--- src/hw/rtl/cdeq_pkg.sv ---
// Package with shared widths, defaults and codes for the circular deque.
package cdeq_pkg;

    localparam int DEPTH_DEFAULT      = 8;
    localparam int DATA_WIDTH_DEFAULT = 32;

    localparam int MODE_W   = 3;
    localparam int VALUE_W  = 32;
    localparam int STATUS_W = 2;
    localparam int DOUT_W   = 32;

    typedef enum logic [MODE_W-1:0] {
        MODE_PUSH_FRONT = 3'd0,
        MODE_PUSH_REAR  = 3'd1,
        MODE_POP_FRONT  = 3'd2,
        MODE_POP_REAR   = 3'd3,
        MODE_PEEK_FRONT = 3'd4,
        MODE_PEEK_REAR  = 3'd5
    } t_mode;

    typedef enum logic [STATUS_W-1:0] {
        ST_DONE  = 2'd0,
        ST_FULL  = 2'd1,
        ST_EMPTY = 2'd2
    } t_status;

endpackage

--- src/hw/rtl/cdeq_if.sv ---
// Valid/ready channel interfaces for the deque requests and results.
interface cdeq_in_if;
    logic                                valid;
    logic                                ready;
    logic [cdeq_pkg::MODE_W-1:0]         mode;
    logic signed [cdeq_pkg::VALUE_W-1:0] value;

    modport source (output valid, output mode, output value, input ready);
    modport sink (input valid, input mode, input value, output ready);
endinterface

interface cdeq_out_if;
    logic                               valid;
    logic                               ready;
    logic [cdeq_pkg::STATUS_W-1:0]      status;
    logic signed [cdeq_pkg::DOUT_W-1:0] data_out;

    modport source (output valid, output status, output data_out, input ready);
    modport sink (input valid, input status, input data_out, output ready);
endinterface

--- src/hw/rtl/cdeq_ram.sv ---
// Generic single-port synchronous RAM with a registered read.
module cdeq_ram #(
    parameter int WIDTH = 32,
    parameter int DEPTH = 8
) (
    input  logic                     i_clk,
    input  logic                     i_en,
    input  logic                     i_we,
    input  logic [$clog2(DEPTH)-1:0] i_addr,
    input  logic [WIDTH-1:0]         i_wdata,
    output logic [WIDTH-1:0]         o_rdata
);

    logic [WIDTH-1:0] r_mem [DEPTH];
    logic [WIDTH-1:0] r_rdata;

    always_ff @(posedge i_clk) begin
        if (i_en) begin
            if (i_we) begin
                r_mem[i_addr] <= i_wdata;
            end else begin
                r_rdata <= r_mem[i_addr];
            end
        end
    end

    assign o_rdata = r_rdata;

endmodule

--- src/hw/rtl/circular_double_ended_queue_core.sv ---
// Top level of the circular double-ended queue with its index control.
//
//  Channel | Direction | Payload              | Handshake
//  i_in    | request   | mode, value          | valid / ready
//  o_out   | result    | status, data_out     | valid / ready
//
// The index update and slot access happen at acceptance; the result is then
// formed from the RAM's registered read data once the result register is
// free. Reset leaves the queue empty with both indices at zero.
// The result register holds a finished item while the sink stalls; a
// pending item then waits and no new item is accepted.
module circular_double_ended_queue_core #(
    parameter int DEPTH      = cdeq_pkg::DEPTH_DEFAULT,
    parameter int DATA_WIDTH = cdeq_pkg::DATA_WIDTH_DEFAULT
) (
    input  logic         i_clk,
    input  logic         i_rst_n,
    cdeq_in_if.sink      i_in,
    cdeq_out_if.source   o_out
);

    localparam int IDX_W = $clog2(DEPTH);
    localparam logic [IDX_W-1:0] LAST_IDX = IDX_W'(DEPTH - 1);

    logic [IDX_W-1:0] r_front, n_front;
    logic [IDX_W-1:0] r_rear, n_rear;
    logic             r_empty, n_empty;
    logic             r_busy, n_busy;
    logic             r_pend_rd, n_pend_rd;
    logic [cdeq_pkg::STATUS_W-1:0] r_pend_status, n_pend_status;
    logic             r_out_valid, n_out_valid;
    logic [cdeq_pkg::STATUS_W-1:0] r_status, n_status;
    logic [cdeq_pkg::DOUT_W-1:0]   r_data, n_data;

    logic                  ram_en;
    logic                  ram_we;
    logic [IDX_W-1:0]      ram_addr;
    logic [DATA_WIDTH-1:0] ram_wdata;
    logic [DATA_WIDTH-1:0] ram_rdata;

    logic             in_fire;
    logic             full;
    logic [IDX_W-1:0] front_next, front_prev, rear_next, rear_prev;

    cdeq_ram #(
        .WIDTH (DATA_WIDTH),
        .DEPTH (DEPTH)
    ) u_slots (
        .i_clk   (i_clk),
        .i_en    (ram_en),
        .i_we    (ram_we),
        .i_addr  (ram_addr),
        .i_wdata (ram_wdata),
        .o_rdata (ram_rdata)
    );

    assign i_in.ready     = !r_busy;
    assign in_fire        = i_in.valid && !r_busy;
    assign o_out.valid    = r_out_valid;
    assign o_out.status   = r_status;
    assign o_out.data_out = r_data;

    assign front_next = (r_front == LAST_IDX) ? '0 : r_front + 1'b1;
    assign front_prev = (r_front == '0) ? LAST_IDX : r_front - 1'b1;
    assign rear_next  = (r_rear == LAST_IDX) ? '0 : r_rear + 1'b1;
    assign rear_prev  = (r_rear == '0) ? LAST_IDX : r_rear - 1'b1;
    assign full       = !r_empty && (rear_next == r_front);
    assign ram_wdata  = DATA_WIDTH'(i_in.value);

    always_comb begin
        n_front       = r_front;
        n_rear        = r_rear;
        n_empty       = r_empty;
        n_busy        = r_busy;
        n_pend_rd     = r_pend_rd;
        n_pend_status = r_pend_status;
        n_out_valid   = r_out_valid;
        n_status      = r_status;
        n_data        = r_data;
        ram_en        = 1'b0;
        ram_we        = 1'b0;
        ram_addr      = r_front;

        if (r_busy && (!r_out_valid || o_out.ready)) begin
            n_busy      = 1'b0;
            n_out_valid = 1'b1;
            n_status    = r_pend_status;
            n_data      = r_pend_rd ? cdeq_pkg::DOUT_W'(ram_rdata) : '0;
        end else if (o_out.ready) begin
            n_out_valid = 1'b0;
        end

        if (in_fire) begin
            n_busy        = 1'b1;
            n_pend_rd     = 1'b0;
            n_pend_status = cdeq_pkg::ST_DONE;
            case (cdeq_pkg::t_mode'(i_in.mode))
                cdeq_pkg::MODE_PUSH_FRONT, cdeq_pkg::MODE_PUSH_REAR: begin
                    if (full) begin
                        n_pend_status = cdeq_pkg::ST_FULL;
                    end else begin
                        ram_en = 1'b1;
                        ram_we = 1'b1;
                        if (r_empty) begin
                            n_front  = '0;
                            n_rear   = '0;
                            n_empty  = 1'b0;
                            ram_addr = '0;
                        end else if (i_in.mode == cdeq_pkg::MODE_PUSH_FRONT) begin
                            n_front  = front_prev;
                            ram_addr = front_prev;
                        end else begin
                            n_rear   = rear_next;
                            ram_addr = rear_next;
                        end
                    end
                end
                cdeq_pkg::MODE_POP_FRONT, cdeq_pkg::MODE_POP_REAR: begin
                    if (r_empty) begin
                        n_pend_status = cdeq_pkg::ST_EMPTY;
                    end else begin
                        ram_en    = 1'b1;
                        n_pend_rd = 1'b1;
                        ram_addr  = (i_in.mode == cdeq_pkg::MODE_POP_FRONT) ? r_front : r_rear;
                        if (r_front == r_rear) begin
                            n_empty = 1'b1;
                            n_front = '0;
                            n_rear  = '0;
                        end else if (i_in.mode == cdeq_pkg::MODE_POP_FRONT) begin
                            n_front = front_next;
                        end else begin
                            n_rear = rear_prev;
                        end
                    end
                end
                cdeq_pkg::MODE_PEEK_FRONT, cdeq_pkg::MODE_PEEK_REAR: begin
                    if (r_empty) begin
                        n_pend_status = cdeq_pkg::ST_EMPTY;
                    end else begin
                        ram_en    = 1'b1;
                        n_pend_rd = 1'b1;
                        ram_addr  = (i_in.mode == cdeq_pkg::MODE_PEEK_FRONT) ? r_front : r_rear;
                    end
                end
                default: begin
                end
            endcase
        end
    end

    always_ff @(posedge i_clk) begin
        if (!i_rst_n) begin
            r_front     <= '0;
            r_rear      <= '0;
            r_empty     <= 1'b1;
            r_busy      <= 1'b0;
            r_out_valid <= 1'b0;
        end else begin
            r_front     <= n_front;
            r_rear      <= n_rear;
            r_empty     <= n_empty;
            r_busy      <= n_busy;
            r_out_valid <= n_out_valid;
        end
        r_pend_rd     <= n_pend_rd;
        r_pend_status <= n_pend_status;
        r_status      <= n_status;
        r_data        <= n_data;
    end

    a_empty_idx_zero: assert property (@(posedge i_clk) disable iff (!i_rst_n)
        r_empty |-> (r_front == '0 && r_rear == '0))
        else $error("Empty queue with nonzero index.");

    a_fire_sets_busy: assert property (@(posedge i_clk) disable iff (!i_rst_n)
        in_fire |=> r_busy)
        else $error("Accepted item did not become pending.");

    a_pending_drains: assert property (@(posedge i_clk) disable iff (!i_rst_n)
        (r_busy && !r_out_valid) |=> (!r_busy && r_out_valid))
        else $error("Pending item not moved to the result register.");

    a_refusal_zero: assert property (@(posedge i_clk) disable iff (!i_rst_n)
        (r_out_valid && r_status != cdeq_pkg::ST_DONE) |-> (r_data == '0))
        else $error("Refused item carries nonzero data.");

endmodule

--- src/flat_wrapper.sv ---
// flat-port wrapper written by rule: the top's interface ports become plain ports
module circular_double_ended_queue_core_flat 
#(
    parameter int DEPTH      = cdeq_pkg::DEPTH_DEFAULT,
    parameter int DATA_WIDTH = cdeq_pkg::DATA_WIDTH_DEFAULT
)
  (i_clk, i_rst_n, i_in_valid, i_in_mode, i_in_value, i_in_ready, o_out_valid, o_out_status, o_out_data_out, o_out_ready);
  cdeq_in_if i_in_i ();
  cdeq_out_if o_out_i ();
  input  logic i_clk;
  input  logic i_rst_n;
  input wire logic [$bits(i_in_i.valid)-1:0] i_in_valid;
  input wire logic [$bits(i_in_i.mode)-1:0] i_in_mode;
  input wire logic [$bits(i_in_i.value)-1:0] i_in_value;
  output wire logic [$bits(i_in_i.ready)-1:0] i_in_ready;
  output wire logic [$bits(o_out_i.valid)-1:0] o_out_valid;
  output wire logic [$bits(o_out_i.status)-1:0] o_out_status;
  output wire logic [$bits(o_out_i.data_out)-1:0] o_out_data_out;
  input wire logic [$bits(o_out_i.ready)-1:0] o_out_ready;
  assign i_in_i.valid = i_in_valid;
  assign i_in_i.mode = i_in_mode;
  assign i_in_i.value = i_in_value;
  assign i_in_ready = i_in_i.ready;
  assign o_out_valid = o_out_i.valid;
  assign o_out_status = o_out_i.status;
  assign o_out_data_out = o_out_i.data_out;
  assign o_out_i.ready = o_out_ready;
  circular_double_ended_queue_core #(.DEPTH(DEPTH), .DATA_WIDTH(DATA_WIDTH)) u_core (.i_clk(i_clk), .i_rst_n(i_rst_n), .i_in(i_in_i), .o_out(o_out_i));
endmodule
--- config.mk ---
export PLATFORM = sky130hd
export DESIGN_NAME = circular_double_ended_queue_core_flat
export DESIGN_NICKNAME = d
export VERILOG_FILES = /design/src/hw/rtl/cdeq_pkg.sv /design/src/hw/rtl/cdeq_if.sv /design/src/hw/rtl/cdeq_ram.sv /design/src/hw/rtl/circular_double_ended_queue_core.sv /design/src/flat_wrapper.sv
export SDC_FILE = /design/constraint.sdc
export NUM_CORES = 1
export LEC_CHECK = 0
export BUFFER_PORTS_ARGS = -buffer_cell sky130_fd_sc_hd__buf_2
export CORE_MARGIN = 10
export CORE_UTILIZATION = 25
export CTS_BUF_LIST = sky130_fd_sc_hd__clkbuf_8 sky130_fd_sc_hd__clkbuf_16
export DETAILED_ROUTE_END_ITERATION = 7
export GPL_TIMING_DRIVEN = 0
export PLACE_DENSITY_LB_ADDON = 0.1
export SYNTH_ARGS = -nofsm -noshare
export SYNTH_HDL_FRONTEND = slang
export SYNTH_HIERARCHICAL = 1
export SYNTH_SLANG_ARGS = --single-unit
--- constraint.sdc ---
create_clock -name i_clk -period 13.6 [get_ports i_clk]
set_input_delay 2.72 -clock i_clk [delete_from_list [all_inputs] [get_ports i_clk]]
set_output_delay 2.72 -clock i_clk [all_outputs]
set_load 0.1 [all_outputs]
* Word level (Yosys, flattened, before mapping)
Memories as Yosys holds them, arrays and structs flattened. A register that Yosys moved wholly into a read port is not among the register bits.
Index checks and enable logic that the tools add are counted.
** Storage, ports and cells
- Register bits after elaboration :: 46
- Memory bits (writable) :: 256
- Input bits :: 39
- Output and inout port bits :: 36
- Word-level logic and storage cells :: 98
- Memories :: 1
** Cells by class
- Add/subtract/negate cells :: 4
- Equal/unequal tests :: 15
- Muxes and demuxes :: 47
- Bitwise operators :: 1
- Reductions and logical operators :: 21
** Memories
- u_core.u_slots.r_mem :: words 8, width 32, read ports 1, clocked after Yosys merged registers in 1, wr ports 1, RTL line cdeq_ram.sv:14 : logic [WIDTH-1:0] r_mem [DEPTH];
** Operators by type and width (count)
- $mux 3 :: 24
- $mux 1 :: 16
- $eq 3x3->1 const B :: 4
- $pmux 3 s2 :: 2
- $reduce_and 6->1 :: 2
- $logic_not 3->1 :: 3
- $pmux 3 s3 :: 1
- $add 3x1->3 const B :: 2
- $eq 3x2->1 const B :: 2
- $eq 3x3->1 :: 2
- $ne 3x1->1 const B :: 2
- $reduce_bool 2->1 :: 3
- $reduce_or 2->1 :: 3
- $sub 3x1->3 const B :: 2
- $ne 2x2->1 const B :: 2
- $pmux 1 s2 :: 2
- $pmux 2 s2 :: 1
- $reduce_or 4->1 :: 1
- $eq 3x1->1 const B :: 1
- $logic_and 1x1->1 :: 3
- $logic_not 1->1 :: 3
- $ne 3x2->1 const B :: 1
- $ne 3x3->1 const B :: 1
- $reduce_and 3->1 :: 1
- other kinds (4) :: 4

* Longest topological paths before layout
- Depth in word-level cells :: 10
- Gate-level depth with buffers :: 14

* Cells and area by module
The synthesis kept the hierarchy.
** By module, submodules not included
- cdeq_ram :: times used 1, cells an instance 425, area an instance 10870.4 µm²
- circular_double_ended_queue_core :: times used 1, cells an instance 200, area an instance 2303.5 µm²

* Least setup slack after synthesis
OpenSTA, ideal clock, no wires.
- Kind :: input-to-reg
- From :: input i_in_mode[1]
- To :: memory u_core.u_slots.r_mem[0][0] (enable)
- Setup time :: 0.461 ns
- Data arrival time :: 6.689 ns
- Required time :: 13.139 ns
- Slack :: 6.450 ns
- Stages on the path :: 9
- Cell sequence :: clkbuf_1 > nor3_1 > a31oi_1 > a221o_1 > a22o_1 > clkbuf_1 > buf_2 > buf_2 > nor3_1
** RTL lines
- start, declared :: RTL line flat_wrapper.sv:13 : input wire logic [$bits(i_in_i.mode)-1:0] i_in_mode;
- $logic_not 3->1 :: RTL line circular_double_ended_queue_core.sv:97, circular_double_ended_queue_core.sv:109
- $mux 3 :: RTL line circular_double_ended_queue_core.sv:109 : end else if (i_in.mode == cdeq_pkg::MODE_PUSH_FRONT) begin
- $mux 3 :: RTL line circular_double_ended_queue_core.sv:104 : if (r_empty) begin
- $mux 3 :: RTL line circular_double_ended_queue_core.sv:99 : if (full) begin
- $pmux 3 s3 * :: RTL line circular_double_ended_queue_core.sv:97 : case (cdeq_pkg::t_mode'(i_in.mode))
- $mux 3 * :: RTL line circular_double_ended_queue_core.sv:93 : if (in_fire) begin
- named net u_core.ram_addr[1] :: RTL line circular_double_ended_queue_core.sv:37 : logic [IDX_W-1:0] ram_addr;
- end, declared :: RTL line cdeq_ram.sv:14
Mark *: on every way through the listed nets, which the timed path passes. The rest lies on a longest branch.

* Final worst setup path
- From :: input i_in_mode[1]
- To :: memory u_core.u_slots.r_mem[3][6] (enable)
Same word-level chain as after synthesis.

==> summary.md <==
| Metric | Value |
|---|---|
| Slew Limit Fails | `0` |
| Vias/cell | `4.33` |
| Cells after synthesis | `625` |
| Worst-Margin Slew | `1.01 ns` |
| DRT Wirelength | `32.6 mm` |
| Syn_area_per_cell | `21.1 um^2` |
| Yosys warns | `6` |
| PortBufs | `73` |
| GR Util met1 | `13.2%` |
| Total number of vias | `6406` |
| Die span in x | `250 um` |
| Clk slew on worst S/H paths | `0.05 ns` |
| Hold Path End | `u_core/o_out.status[1]` |
| Dpl cells | `1405` |
| First-pass DRT Iterations | `5` |
| Hold/Removal Path Class | `reg2reg` |
| Seq/Total Area, Yosys | `75.4%` |
| Synth area leaders | `edfxtp_1, mux4_1, mux2_2` |
| Area share of the largest cell type after synthesis | `74.1%` |
| Slowest library cell on the worst path | `nor2_4` |
| Distinct cell type count of the synthesized netlist | `48` |
| Initial Utilization | `25.2%` |
| Final Instance Area | `0.0161 mm^2` |
| Final core utilization | `30.7%` |
| FF+latch count, synth | `334` |
| Max IR drop VDD | `0.0666 mV` |
| Critical path class | `in2reg` |
| Slowest stage delay, CP | `0.55 ns` |
| Total CTS buffers | `40` |
| Mapped Nets | `672` |
| Total power | `2.29 mW` |
| Fin crit period | `6.01 ns` |
| Max_cap viols | `0` |
| Fillers | `5117` |
| Fin nets | `806` |
| CP Max Fanout | `20` |
| IO Pins | `75` |
| Pwr Density | `143 mW/mm^2` |
| Met2 Track Usage GR | `16.9%` |
| # setup viols final | `0` |
| CP startpoint kind | `primary input` |
| Core footprint | `0.0523 mm^2` |
| # rows | `84` |
| CTS tree | `built` |
| Post-synth top area cell | `edfxtp_1` |
| WL/cell | `22.0 um` |
| Max transition margin | `32.6%` |
| Hold Crit Start | `u_core/r_pend_status[1]` |
| GRT overflow | `0` |
| CTS sink cnt | `334` |
| Fraction of layout instances using a drive strength above 1 | `28.2%` |
| Reg2reg setup slack | `8.90 ns` |
| Global-route wire length before repair | `47.6 mm` |
| Clk_skew | `0.0204 ns` |
| Post_cts resized | `0` |
| Root buffer cell | `clkbuf_16` |
| Post-synth EDFFs | `325` |
| FF-to-FF End | `u_core/u_slots/r_mem[5][30]` |
| Async S/R FF share, synth | `0%` |
| N_diodes | `0` |
| CTS Hold Bufs | `0` |
| Area after DPL | `0.0148 mm^2` |
| Die H | `250 um` |
| Setup TNS | `0 ns` |
| Number of global-route vias before repair | `6806` |
| Initial antenna violation count | `5` |
| CP bufs+invs | `5` |
| Outcome | `finished, final reports clean` |
| H-tree depth | `2` |
| P_leak | `5.30 nW` |
| Worst EP required | `13.83 ns` |
| Initial drt markers | `332` |
| Die area | `0.0623 mm^2` |
| Global-route track usage on met3 | `2.52%` |
| Arr. time, crit path | `6.24 ns` |
| Maximum root-to-sink buffer count | `3` |
| Crit end category | `register` |
| P&R area growth vs syn | `21.9%` |
| All-Layer GR Usage | `10.4%` |
| R2r worst-path depth | `13` |
| Final hold viol count | `0` |
| Max Fclk | `0.166 GHz` |
| RSZ-0062 raised after global routing | `no` |
| Worst-Skew Late Latency | `0.55 ns` |
| Hold-critical path depth | `0` |
| Final Non-Filler Cells | `1478` |
| Leading register cell type out of synthesis | `edfxtp_1` |
| ANT nets after route | `0` |
| Crit-path cells | `clkbuf_1, nor3_1, nor2_1, a31oi_1, a221o_1, a22o_1, clkbuf_1, buf_2, buf_2, nand2_1, nor2_4, buf_12` |
| Commonest cells after routing, fill and taps aside | `edfxtp_1, buf_2, mux4_1` |
| CP delay by family, top | `buffers and inverters` |
| Dpl hpwl | `21.2 mm` |
| Mapped cell area | `0.0132 mm^2` |
| Reg2Reg Launch Point | `u_core/r_rear[0]` |
| # DRC | `0` |
| Setup Buffers After CTS | `0` |
| Gpl congestion | `0.746` |
| Grt peak-use layer | `met2` |
| Period utilization | `44.2%` |
| Commonest non-fill, non-tap cell in the layout | `edfxtp_1` |
| Largest net degree at the start of global routing | `22` |
final cells by class:
class / instances / area [um^2] / area share (%)
sequential: 334 / 9940 / 61.9
multi-input combinational: 253 / 3080 / 19.2
clock buffer: 42 / 1050 / 6.55
tap: 688 / 861 / 5.36
timing repair buffer: 92 / 701 / 4.36
clock inverter: 31 / 208 / 1.29
buffer: 31 / 196 / 1.22
inverter: 7 / 26.3 / 0.164
how the worst max path moves through the flow:
stage,to,startpoint,cells after the start,slack (ns)
after detailed placement,u_core/u_slots/r_mem[3][13],i_in_mode[1],12,7.00
after global placement,u_core/u_slots/r_mem[0][12],i_in_mode[1],9,2.56
final,u_core/u_slots/r_mem[3][6],i_in_mode[1],12,7.59
after floorplan,u_core/u_slots/r_mem[0][0],i_in_mode[1],9,6.45
after global routing,u_core/u_slots/r_mem[3][6],i_in_mode[1],12,7.34
after CTS,u_core/u_slots/r_mem[3][6],i_in_mode[1],12,7.58
metal layers:
layer  share of wire, %  wire length [um]
met5               0.14                45
met4                2.3               755
met3                4.4              1430
met2                 48             15600
met1                 45             14700
cell usage after synthesis (all sizes together) (3+ instances only):
cell	count
clkbuf	10
mux2	32
edfxtp	325
mux2i	6
a22o	5
mux4	62
inv	7
nand2	9
or3	3
dfxtp	9
ha	8
and2	34
xor2	5
nor2b	3
o211ai	3
nand2b	8
nor2	19
a21oi	5
nor3	9
o21ai	13
buf	21
a211oi	3
flip-flops by register name, summed over array words and instances, names as in the netlist:
signal / flops
u_core/r_empty: 1
u_core/r_front: 3
u_core/o_out.status: 2
u_core/r_rear: 3
u_core/u_slots/o_rdata: 32
u_core/r_pend_status: 2
u_core/r_busy: 1
u_core/r_pend_rd: 1
u_core/o_out.data_out: 32
u_core/u_slots/r_mem: 256
u_core/o_out.valid: 1
where the power goes:
group / total, mW / internal (mW) / switching (mW)
registers: 1.15 / 1.14 / 0.00395
clock network: 1.01 / 0.597 / 0.413
logic: 0.132 / 0.0339 / 0.0985
per-stage QoR:
step | hold slack, ns | setup WS, ns
2_1_floorplan | 0.400 | 6.45
3_3_place_gp | 0.413 | 2.56
3_5_place_dp | 0.407 | 7.00
4_1_cts | 0.420 | 7.58
5_1_grt | 0.429 | 7.34
6_report | 0.418 | 7.59
cell families (layout without fill, tap and decap cells):
logic type | count (synthesis) | count (layout) | synth area share, %
flip-flops | 334 | 334 | 75.4
multiplexers | 100 | 100 | 15.3
AND/OR/NAND/NOR | 95 | 95 | 4.07
AO/OA/AOI/OAI | 44 | 44 | 2.31
buffers and inverters | 38 | 203 | 1.69
adder cells (fa/ha/maj) | 8 | 8 | 0.760
XOR/XNOR | 6 | 6 | 0.399
(Power assumes the default switching activity.)
